--- src/rtl/assert_macros.svh ---
// Shared assertion macros for the ALU RTL.
`ifndef ASSERT_MACROS_SVH
`define ASSERT_MACROS_SVH

// Clocked check, disabled while reset is asserted (active low).
`define AST_CHK(label, clk, rst_n, prop) \
  label: assert property (@(posedge clk) disable iff (!rst_n) prop) \
    else $error("assertion failed");

// Same check with a caller-supplied message.
`define AST_CHK_MSG(label, clk, rst_n, prop, msg) \
  label: assert property (@(posedge clk) disable iff (!rst_n) prop) \
    else $error(msg);

`endif

--- src/rtl/c8alu_pkg.sv ---
`default_nettype none
package c8alu_pkg;

  localparam int unsigned CmdWidth  = 5;
  localparam int unsigned WordWidth = 16;
  localparam int unsigned ByteWidth = 8;
  localparam int unsigned BitIdxW   = 3;
  localparam int unsigned FlagWidth = 4;

  // Flag nibble layout
  localparam int unsigned FlagZ = 3;
  localparam int unsigned FlagN = 2;
  localparam int unsigned FlagH = 1;
  localparam int unsigned FlagC = 0;

  typedef enum logic [CmdWidth-1:0] {
    CMD_ADD    = 5'd0,
    CMD_ADC    = 5'd1,
    CMD_SUB    = 5'd2,
    CMD_SBC    = 5'd3,
    CMD_AND    = 5'd4,
    CMD_OR     = 5'd5,
    CMD_XOR    = 5'd6,
    CMD_CP     = 5'd7,
    CMD_INC    = 5'd8,
    CMD_DEC    = 5'd9,
    CMD_RLC    = 5'd10,
    CMD_RRC    = 5'd11,
    CMD_RL     = 5'd12,
    CMD_RR     = 5'd13,
    CMD_SLA    = 5'd14,
    CMD_SRA    = 5'd15,
    CMD_SRL    = 5'd16,
    CMD_RLCA   = 5'd17,
    CMD_RRCA   = 5'd18,
    CMD_RLA    = 5'd19,
    CMD_RRA    = 5'd20,
    CMD_SWAP   = 5'd21,
    CMD_BIT    = 5'd22,
    CMD_SET    = 5'd23,
    CMD_RES    = 5'd24,
    CMD_CPL    = 5'd25,
    CMD_CCF    = 5'd26,
    CMD_SCF    = 5'd27,
    CMD_ADD_HL = 5'd28,
    CMD_ADD_SP = 5'd29
  } cmd_e;

  typedef struct packed {
    logic [FlagWidth-1:0] flags_in;
    logic [BitIdxW-1:0]   bit_index;
    logic [WordWidth-1:0] second_operand;
    logic [WordWidth-1:0] first_operand;
    cmd_e                 command;
  } alu_req_t;

  typedef struct packed {
    logic                 write_back;
    logic [FlagWidth-1:0] flags_out;
    logic [WordWidth-1:0] result_value;
  } alu_rsp_t;

  localparam int unsigned ReqWidth = $bits(alu_req_t);
  localparam int unsigned RspWidth = $bits(alu_rsp_t);

endpackage
`default_nettype wire

--- src/rtl/cpu8_alu_with_flags_unit.sv ---
// 8-bit CPU ALU with Z/N/H/C flags: one request per clock cycle unless the master side
// stalls. A request passes through an input register and single-pass combinational ALU
// logic into a result register, from which its result leaves once the master is ready.
// Throughput is one request per cycle without backpressure: each register takes a new
// entry whenever it is empty or being drained, so both sides stream without bubbles.
// Backpressure on the master side stalls the pipe, and the slave side keeps accepting
// while either register has room.
`default_nettype none
`include "assert_macros.svh"
module cpu8_alu_with_flags_unit (
  input  wire logic        clk_i,
  input  wire logic        rst_ni,
  input  wire logic        s_axis_tvalid_i,
  output logic             s_axis_tready_o,
  // tdata: first_operand[15:0], second_operand[31:16], bit_index[34:32],
  //        flags_in[38:35], zero pad[39]
  input  wire logic [39:0] s_axis_tdata_i,
  // tuser: command[4:0]
  input  wire logic [4:0]  s_axis_tuser_i,
  output logic             m_axis_tvalid_o,
  input  wire logic        m_axis_tready_i,
  // tdata: result_value[15:0], flags_out[19:16], write_back[20], zero pad[23:21]
  output logic [23:0]      m_axis_tdata_o
);

  c8alu_pkg::alu_req_t req_in, req_q;
  c8alu_pkg::alu_rsp_t rsp_d, rsp_q;
  logic [c8alu_pkg::ReqWidth-1:0] req_q_bits;
  logic [c8alu_pkg::RspWidth-1:0] rsp_q_bits;
  logic                           req_vld, req_rdy;

  // Unpack the slave-side request.
  assign req_in.command        = c8alu_pkg::cmd_e'(s_axis_tuser_i);
  assign req_in.first_operand  = s_axis_tdata_i[15:0];
  assign req_in.second_operand = s_axis_tdata_i[31:16];
  assign req_in.bit_index      = s_axis_tdata_i[34:32];
  assign req_in.flags_in       = s_axis_tdata_i[38:35];

  // Input register: holds the request while the ALU evaluates it.
  c8alu_pipe_reg #(
    .Width(c8alu_pkg::ReqWidth)
  ) u_req_reg (
    .clk_i      (clk_i),
    .rst_ni     (rst_ni),
    .in_valid_i (s_axis_tvalid_i),
    .in_ready_o (s_axis_tready_o),
    .in_data_i  (req_in),
    .out_valid_o(req_vld),
    .out_ready_i(req_rdy),
    .out_data_o (req_q_bits)
  );

  assign req_q = c8alu_pkg::alu_req_t'(req_q_bits);

  // Single-pass ALU between the two registers.
  c8alu_core u_core (
    .req_i(req_q),
    .rsp_o(rsp_d)
  );

  // Result register: parts the ALU from master-side stalls.
  c8alu_pipe_reg #(
    .Width(c8alu_pkg::RspWidth)
  ) u_rsp_reg (
    .clk_i      (clk_i),
    .rst_ni     (rst_ni),
    .in_valid_i (req_vld),
    .in_ready_o (req_rdy),
    .in_data_i  (rsp_d),
    .out_valid_o(m_axis_tvalid_o),
    .out_ready_i(m_axis_tready_i),
    .out_data_o (rsp_q_bits)
  );

  assign rsp_q = c8alu_pkg::alu_rsp_t'(rsp_q_bits);

  // Pack the master-side result, pad to whole bytes.
  assign m_axis_tdata_o = {3'b000, rsp_q.write_back, rsp_q.flags_out, rsp_q.result_value};

  // A result can only appear after a request sat in the input register.
  `AST_CHK_MSG(a_rsp_from_req, clk_i, rst_ni,
    $rose(m_axis_tvalid_o) |-> $past(req_vld), "result without a request")

  // Both registers full and the output stalled: accept nothing.
  `AST_CHK_MSG(a_full_stall, clk_i, rst_ni,
    (m_axis_tvalid_o && !m_axis_tready_i && req_vld) |-> !s_axis_tready_o,
    "request accepted while pipe is full")

  // Flag-only commands never write back and return a zero value.
  `AST_CHK(a_flag_only_no_wb, clk_i, rst_ni,
    (req_vld && (req_q.command == c8alu_pkg::CMD_CP || req_q.command == c8alu_pkg::CMD_BIT ||
      req_q.command == c8alu_pkg::CMD_CCF || req_q.command == c8alu_pkg::CMD_SCF))
      |-> (!rsp_d.write_back && rsp_d.result_value == 16'd0))

  // A stalled result register keeps its contents.
  `AST_CHK(a_rsp_hold, clk_i, rst_ni,
    ($past(m_axis_tvalid_o) && !$past(m_axis_tready_i)) |-> $stable(rsp_q_bits))

endmodule
`default_nettype wire

--- src/rtl/c8alu_pipe_reg.sv ---
`default_nettype none
module c8alu_pipe_reg #(
  parameter int unsigned Width = 8
) (
  input  wire logic             clk_i,
  input  wire logic             rst_ni,
  input  wire logic             in_valid_i,
  output logic                  in_ready_o,
  input  wire logic [Width-1:0] in_data_i,
  output logic                  out_valid_o,
  input  wire logic             out_ready_i,
  output logic [Width-1:0]      out_data_o
);

  logic             valid_q, valid_d;
  logic [Width-1:0] data_q;
  logic             load;

  // Take a new request when empty or when the held one leaves this cycle.
  assign in_ready_o = !valid_q || out_ready_i;
  assign load       = in_valid_i && in_ready_o;
  assign valid_d    = load ? 1'b1 : (valid_q && !out_ready_i);

  always_ff @(posedge clk_i or negedge rst_ni) begin
    if (!rst_ni) begin
      valid_q <= 1'b0;
    end else begin
      valid_q <= valid_d;
    end
  end

  always_ff @(posedge clk_i) begin
    if (load) begin
      data_q <= in_data_i;
    end
  end

  assign out_valid_o = valid_q;
  assign out_data_o  = data_q;

endmodule
`default_nettype wire

--- src/rtl/c8alu_core.sv ---
`default_nettype none
module c8alu_core (
  input  wire c8alu_pkg::alu_req_t req_i,
  output c8alu_pkg::alu_rsp_t      rsp_o
);

  logic [7:0]  a, b;
  logic        cin;
  logic        cin_add, cin_sub;
  logic [8:0]  sum8, diff8;
  logic [4:0]  hsum, hdiff;
  logic [7:0]  inc8, dec8;
  logic [16:0] sum16;
  logic [12:0] sum12;
  logic [15:0] sp_sum;
  logic [8:0]  sp_lo;
  logic [4:0]  sp_h;
  logic [7:0]  bit_mask;
  logic [15:0] res;
  logic [3:0]  fin, fl;
  logic        wb;

  assign a   = req_i.first_operand[7:0];
  assign b   = req_i.second_operand[7:0];
  assign fin = req_i.flags_in;
  assign cin = fin[c8alu_pkg::FlagC];

  assign cin_add = (req_i.command == c8alu_pkg::CMD_ADC) && cin;
  assign cin_sub = (req_i.command == c8alu_pkg::CMD_SBC) && cin;

  assign sum8  = {1'b0, a} + {1'b0, b} + {8'b0, cin_add};
  assign hsum  = {1'b0, a[3:0]} + {1'b0, b[3:0]} + {4'b0, cin_add};
  // Bit 8 / bit 4 go high on a borrow.
  assign diff8 = {1'b0, a} - {1'b0, b} - {8'b0, cin_sub};
  assign hdiff = {1'b0, a[3:0]} - {1'b0, b[3:0]} - {4'b0, cin_sub};
  assign inc8  = a + 8'd1;
  assign dec8  = a - 8'd1;

  assign sum16  = {1'b0, req_i.first_operand} + {1'b0, req_i.second_operand};
  assign sum12  = {1'b0, req_i.first_operand[11:0]} + {1'b0, req_i.second_operand[11:0]};
  assign sp_sum = req_i.first_operand + {{8{b[7]}}, b};
  assign sp_lo  = {1'b0, req_i.first_operand[7:0]} + {1'b0, b};
  assign sp_h   = {1'b0, req_i.first_operand[3:0]} + {1'b0, b[3:0]};

  assign bit_mask = 8'b1 << req_i.bit_index;

  always_comb begin
    res = '0;
    fl  = fin;
    wb  = 1'b1;
    case (req_i.command)
      c8alu_pkg::CMD_ADD, c8alu_pkg::CMD_ADC: begin
        res = {8'b0, sum8[7:0]};
        fl  = {sum8[7:0] == 8'd0, 1'b0, hsum[4], sum8[8]};
      end
      c8alu_pkg::CMD_SUB, c8alu_pkg::CMD_SBC: begin
        res = {8'b0, diff8[7:0]};
        fl  = {diff8[7:0] == 8'd0, 1'b1, hdiff[4], diff8[8]};
      end
      c8alu_pkg::CMD_CP: begin
        fl = {diff8[7:0] == 8'd0, 1'b1, hdiff[4], diff8[8]};
        wb = 1'b0;
      end
      c8alu_pkg::CMD_AND: begin
        res = {8'b0, a & b};
        fl  = {(a & b) == 8'd0, 1'b0, 1'b1, 1'b0};
      end
      c8alu_pkg::CMD_OR: begin
        res = {8'b0, a | b};
        fl  = {(a | b) == 8'd0, 3'b000};
      end
      c8alu_pkg::CMD_XOR: begin
        res = {8'b0, a ^ b};
        fl  = {(a ^ b) == 8'd0, 3'b000};
      end
      c8alu_pkg::CMD_INC: begin
        res = {8'b0, inc8};
        fl  = {inc8 == 8'd0, 1'b0, inc8[3:0] == 4'h0, cin};
      end
      c8alu_pkg::CMD_DEC: begin
        res = {8'b0, dec8};
        fl  = {dec8 == 8'd0, 1'b1, dec8[3:0] == 4'hf, cin};
      end
      c8alu_pkg::CMD_RLC: begin
        res = {8'b0, a[6:0], a[7]};
        fl  = {a == 8'd0, 2'b00, a[7]};
      end
      c8alu_pkg::CMD_RLCA: begin
        res = {8'b0, a[6:0], a[7]};
        fl  = {3'b000, a[7]};
      end
      c8alu_pkg::CMD_RRC: begin
        res = {8'b0, a[0], a[7:1]};
        fl  = {a == 8'd0, 2'b00, a[0]};
      end
      c8alu_pkg::CMD_RRCA: begin
        res = {8'b0, a[0], a[7:1]};
        fl  = {3'b000, a[0]};
      end
      c8alu_pkg::CMD_RL: begin
        res = {8'b0, a[6:0], cin};
        fl  = {{a[6:0], cin} == 8'd0, 2'b00, a[7]};
      end
      c8alu_pkg::CMD_RLA: begin
        res = {8'b0, a[6:0], cin};
        fl  = {3'b000, a[7]};
      end
      c8alu_pkg::CMD_RR: begin
        res = {8'b0, cin, a[7:1]};
        fl  = {{cin, a[7:1]} == 8'd0, 2'b00, a[0]};
      end
      c8alu_pkg::CMD_RRA: begin
        res = {8'b0, cin, a[7:1]};
        fl  = {3'b000, a[0]};
      end
      c8alu_pkg::CMD_SLA: begin
        res = {8'b0, a[6:0], 1'b0};
        fl  = {a[6:0] == 7'd0, 2'b00, a[7]};
      end
      c8alu_pkg::CMD_SRA: begin
        res = {8'b0, a[7], a[7:1]};
        fl  = {a[7:1] == 7'd0, 2'b00, a[0]};
      end
      c8alu_pkg::CMD_SRL: begin
        res = {8'b0, 1'b0, a[7:1]};
        fl  = {a[7:1] == 7'd0, 2'b00, a[0]};
      end
      c8alu_pkg::CMD_SWAP: begin
        res = {8'b0, a[3:0], a[7:4]};
        fl  = {a == 8'd0, 3'b000};
      end
      c8alu_pkg::CMD_BIT: begin
        fl = {(a & bit_mask) == 8'd0, 1'b0, 1'b1, cin};
        wb = 1'b0;
      end
      c8alu_pkg::CMD_SET: begin
        res = {8'b0, a | bit_mask};
      end
      c8alu_pkg::CMD_RES: begin
        res = {8'b0, a & ~bit_mask};
      end
      c8alu_pkg::CMD_CPL: begin
        res = {8'b0, ~a};
        fl  = {fin[c8alu_pkg::FlagZ], 1'b1, 1'b1, cin};
      end
      c8alu_pkg::CMD_CCF: begin
        fl = {fin[c8alu_pkg::FlagZ], 2'b00, !cin};
        wb = 1'b0;
      end
      c8alu_pkg::CMD_SCF: begin
        fl = {fin[c8alu_pkg::FlagZ], 2'b00, 1'b1};
        wb = 1'b0;
      end
      c8alu_pkg::CMD_ADD_HL: begin
        res = sum16[15:0];
        fl  = {fin[c8alu_pkg::FlagZ], 1'b0, sum12[12], sum16[16]};
      end
      c8alu_pkg::CMD_ADD_SP: begin
        res = sp_sum;
        fl  = {2'b00, sp_h[4], sp_lo[8]};
      end
      default: begin
        // Undefined codes: flags pass through, nothing stored.
        wb = 1'b0;
      end
    endcase
  end

  assign rsp_o.result_value = res;
  assign rsp_o.flags_out    = fl;
  assign rsp_o.write_back   = wb;

endmodule
`default_nettype wire

--- config.mk ---
export PLATFORM = sky130hd
export DESIGN_NAME = cpu8_alu_with_flags_unit
export DESIGN_NICKNAME = d
export VERILOG_FILES = /design/src/rtl/c8alu_pkg.sv /design/src/rtl/cpu8_alu_with_flags_unit.sv /design/src/rtl/c8alu_pipe_reg.sv /design/src/rtl/c8alu_core.sv
export VERILOG_INCLUDE_DIRS = /design/src /design/src/rtl
export SDC_FILE = /design/constraint.sdc
export NUM_CORES = 1
export LEC_CHECK = 0
export ABC_AREA = 1
export ABC_CLOCK_PERIOD_IN_PS = 2600
export BUFFER_PORTS_ARGS = -buffer_cell sky130_fd_sc_hd__buf_2
export CORE_ASPECT_RATIO = 0.75
export CORE_MARGIN = 2
export CORE_UTILIZATION = 30
export DETAILED_ROUTE_END_ITERATION = 6
export SYNTH_ARGS = -nofsm -noshare
export SYNTH_HDL_FRONTEND = slang
export SYNTH_SLANG_ARGS = --single-unit
--- constraint.sdc ---
create_clock -name clk_i -period 2.6 [get_ports clk_i]
set_input_delay 0.13 -clock clk_i [delete_from_list [all_inputs] [get_ports clk_i]]
set_output_delay 0.13 -clock clk_i [all_outputs]
set_load 0.02 [all_outputs]
==> summary.txt <==
Outcome
  – Status: complete, but fails checks
  – Failing checks: setup timing

Run
  – Max-cap violations: 0

Drt
  – Remaining antenna violation count: 0
  – Drt total wl: 23900 um
  – DRC viols: 0
  – Vias per inst: 5.15
  – DR vias: 6716
  – DR pass1 iterations: 6
  – WL/cell: 18.3 um
  – DRC violation total after the first TritonRoute iteration: 720

Placed design
  – Gpl congestion: 1.01
  – IO buf count: 70
  – Placed inst area: 7330 um2
  – Post-DP HPWL: 18500 um

Power
  – Worst IR Drop VDD: 0.298 mV
  – Flop pwr share: 32.6%
  – PD cells: 487 nW/um2
  – Switching power share of the total: 34.8%
  – Logic pwr share: 34.8%
  – P_sw: 1.44 mW
  – Pleak: 3.85 nW
  – Internal power: 2.69 mW
  – Clock share of power: 32.6%

Min path
  – Hold Path Stages: 4
  – Hold_sp: m_axis_tready_i
  – Hold endpoint: u_rsp_reg.out_valid_o
  – Min-Delay Path Class: in2reg

Clock tree
  – CTS root buf: clkbuf_16
  – Total CTS buffers: 9
  – Clock Tree Buf Depth: 2
  – CTS tree: yes
  – Htree depth: 3
  – Clk_lat worst skew: 350 ps
  – Worst-path clk slew: 70 ps
  – # clock sinks: 67

Logic synthesis
  – Synth top area cells: edfxtp_1, nand2_1, ha_1
  – Post-synth EDFFs: 65
  – Syn_area_per_cell: 7.30 um2
  – Ys async rst share: 2.99%
  – Main synth FF type: edfxtp_1
  – Share of the synthesized area in the top cell type: 32.0%
  – Netlist cell types: 45
  – Synth warn: 0
  – Post-synthesis sequential area ratio: 32.8%
  – Synth Instances: 835
  – Synth area leader: edfxtp_1
  – Flops & latches, synth: 67
  – Mapped Area: 6100 um2

Finish
  – P&R area growth vs syn: 39.1%
  – Fin nets: 1144
  – Commonest non-fill, non-tap cell in the layout: nand2_1
  – Most frequent cells in the layout: nand2_1, nor2_1, inv_1
  – N_diodes: 0
  – Design area: 8480 um2
  – Layout cell share with drive strength beyond 1: 24.8%

Critical path
  – R2R setup slack: -70 ps
  – Crit path kind: reg2reg
  – Crit-path max FO: 2
  – Max stage delay on crit path: 580 ps
  – Worst path slowest cell: fa_2
  – Register-to-Register Path Depth: 11
  – Crit-path leading delay family: simple AND/OR/NAND/NOR gates
  – Number of buffers and inverters on the critical path: 1
  – Launch point of the worst reg-to-reg path: u_req_reg.out_data_o[4]
  – Worst setup EP type: register
  – Setup crit start kind: register
  – CP cell instances: nor2_4 > nand3_4 > fa_2 > inv_2 > ha_4 > o21ai_2 > nand2_2 > xor2_2 > and2_4 > nor4_4 > nand4_1
  – Worst EP arrival: 2760 ps
  – Crit Reg-Reg Endpoint: u_rsp_reg.out_data_o[3]
  – Req. time, crit path: 2690 ps

Global route
  – Vias in the first global route: 6350
  – First-pass GRT wire length: 36600 um
  – Largest net degree at the start of global routing: 45
  – Total GRT Usage: 22.4%
  – Initial antenna violation count: 0
  – GRT Residual Overflow: 0

Die
  – # rows: 45
  – I/O Pins: 75
  – Die area: 21500 um2
  – Die H: 127 um
  – Chip Width: 169 um
  – Core box area: 20100 um2
  – Initial Utilization: 30.3%

STA
  – Final WS setup: -68.2 ps
  – Final worst path period need: 2670 ps
  – Clock skew: 9.10 ps
  – Final Hold Fails: 0
  – Final hold slack: 47.1 ps
  – Max-slew headroom: 56.1%
  – Pins Over Slew Limit: 0
  – Peak Freq: 375 MHz
  – Unrepaired setup endpoints after global routing: yes
  – Slew of the pin with the lowest slew margin: 653 ps
  – Final setup violation count: 3
  – Tcrit/Tclk final: 103%
  – Setup tns final: -167 ps
## worst max path at each step
stage                                  from                  endpoint  slack (ps)  depth (start not counted)
floorplan           u_req_reg.out_data_o[6]  u_rsp_reg.out_data_o[16]         -20                         16
global placement    u_req_reg.out_data_o[3]  u_rsp_reg.out_data_o[16]        -160                         12
detailed placement  u_req_reg.out_data_o[3]  u_rsp_reg.out_data_o[16]        -200                         12
CTS                 u_req_reg.out_data_o[1]   u_rsp_reg.out_data_o[4]         -50                         13
global route        u_req_reg.out_data_o[3]  u_rsp_reg.out_data_o[16]        -150                         18
finish              u_req_reg.out_data_o[4]   u_rsp_reg.out_data_o[3]         -70                         11
## worst min-delay path, delay by kind of cell
kind,cells,cell delay (ps)
buffers and inverters,2,120
and+or+nand+nor,2,100
## Yosys cell counts, drive strengths merged, types with 5 or more instances
cell type,count
or2,5
o211ai,6
a21oi,40
a31oi,7
o22ai,14
xor2,19
edfxtp,65
nor2,117
inv,99
nand2,188
xnor2,6
ha,52
nor3,18
nand4,22
nand3,85
buf,12
o21ai,38
## registers in the layout (all words and copies together) (netlist names)
name	cells
u_req_reg.out_data_o	44
u_rsp_reg.out_valid_o	1
u_req_reg.out_valid_o	1
u_rsp_reg.out_data_o	21
## per-layer routing
metal  wire (um)  global-route usage (%)  vias up
met3        2540                    5.11       28
met5           0                       0        -
met2        9850                    33.0      329
li1            -                       -     3253
met1       11200                    33.5     3106
met4         260                    4.41        0
## power groups by stage
stage | Clock [mW] | Sequential, mW | Combinational [mW]
after global placement | 0 | 1.37 | 1.23
after detailed placement | 0 | 1.37 | 1.23
after global routing | 1.42 | 1.36 | 1.57
final | 1.35 | 1.35 | 1.44
after CTS | 1.37 | 1.35 | 1.32
after floorplan | 0 | 1.41 | 0.710
## cells by family after synthesis
group	Yosys count	synth area share, %
and+or+nand+nor	444	31.7
AOI/OAI and AO/OA	127	12.4
buffers and inverters	116	7.84
DFF	67	32.8
adders and majority gates	55	11.7
xor gates and xnor gates	25	3.59
other	1	0.0615
## final cells by class
| type | instances | area [um2] |
|---|---|---|
| Inverter | 102 | 388 |
| Clock inverter | 7 | 92.6 |
| Sequential cell | 67 | 2000 |
| Multi-Input combinational cell | 654 | 3930 |
| Tap cell | 258 | 323 |
| Fill cell | 2027 | 11600 |
| Clock buffer | 9 | 225 |
| Timing Repair Buffer | 206 | 1520 |
## through the flow
step,instances,setup WS [ps],power (mW),util [%]
finish,1303,-68.2,4.13,42.2
global route,1303,-148,4.34,42.2
CTS,1300,-51.5,4.04,41.1
detailed placement,1232,-195,2.60,36.5
global placement,1232,-163,2.60,36.5
floorplan,837,-17.5,2.12,-
## timing repair
action / in CTS / in global routing
setup buffers: 6 / 5
hold buffers: 46 / 0
endpoints found under the hold margin: 47 / 0
pin swaps: 9 / 35
gates resized for setup: 29 / 52
setup endpoints to repair: 9 / 16
Note: power is estimated with default switching activity, not from simulation.
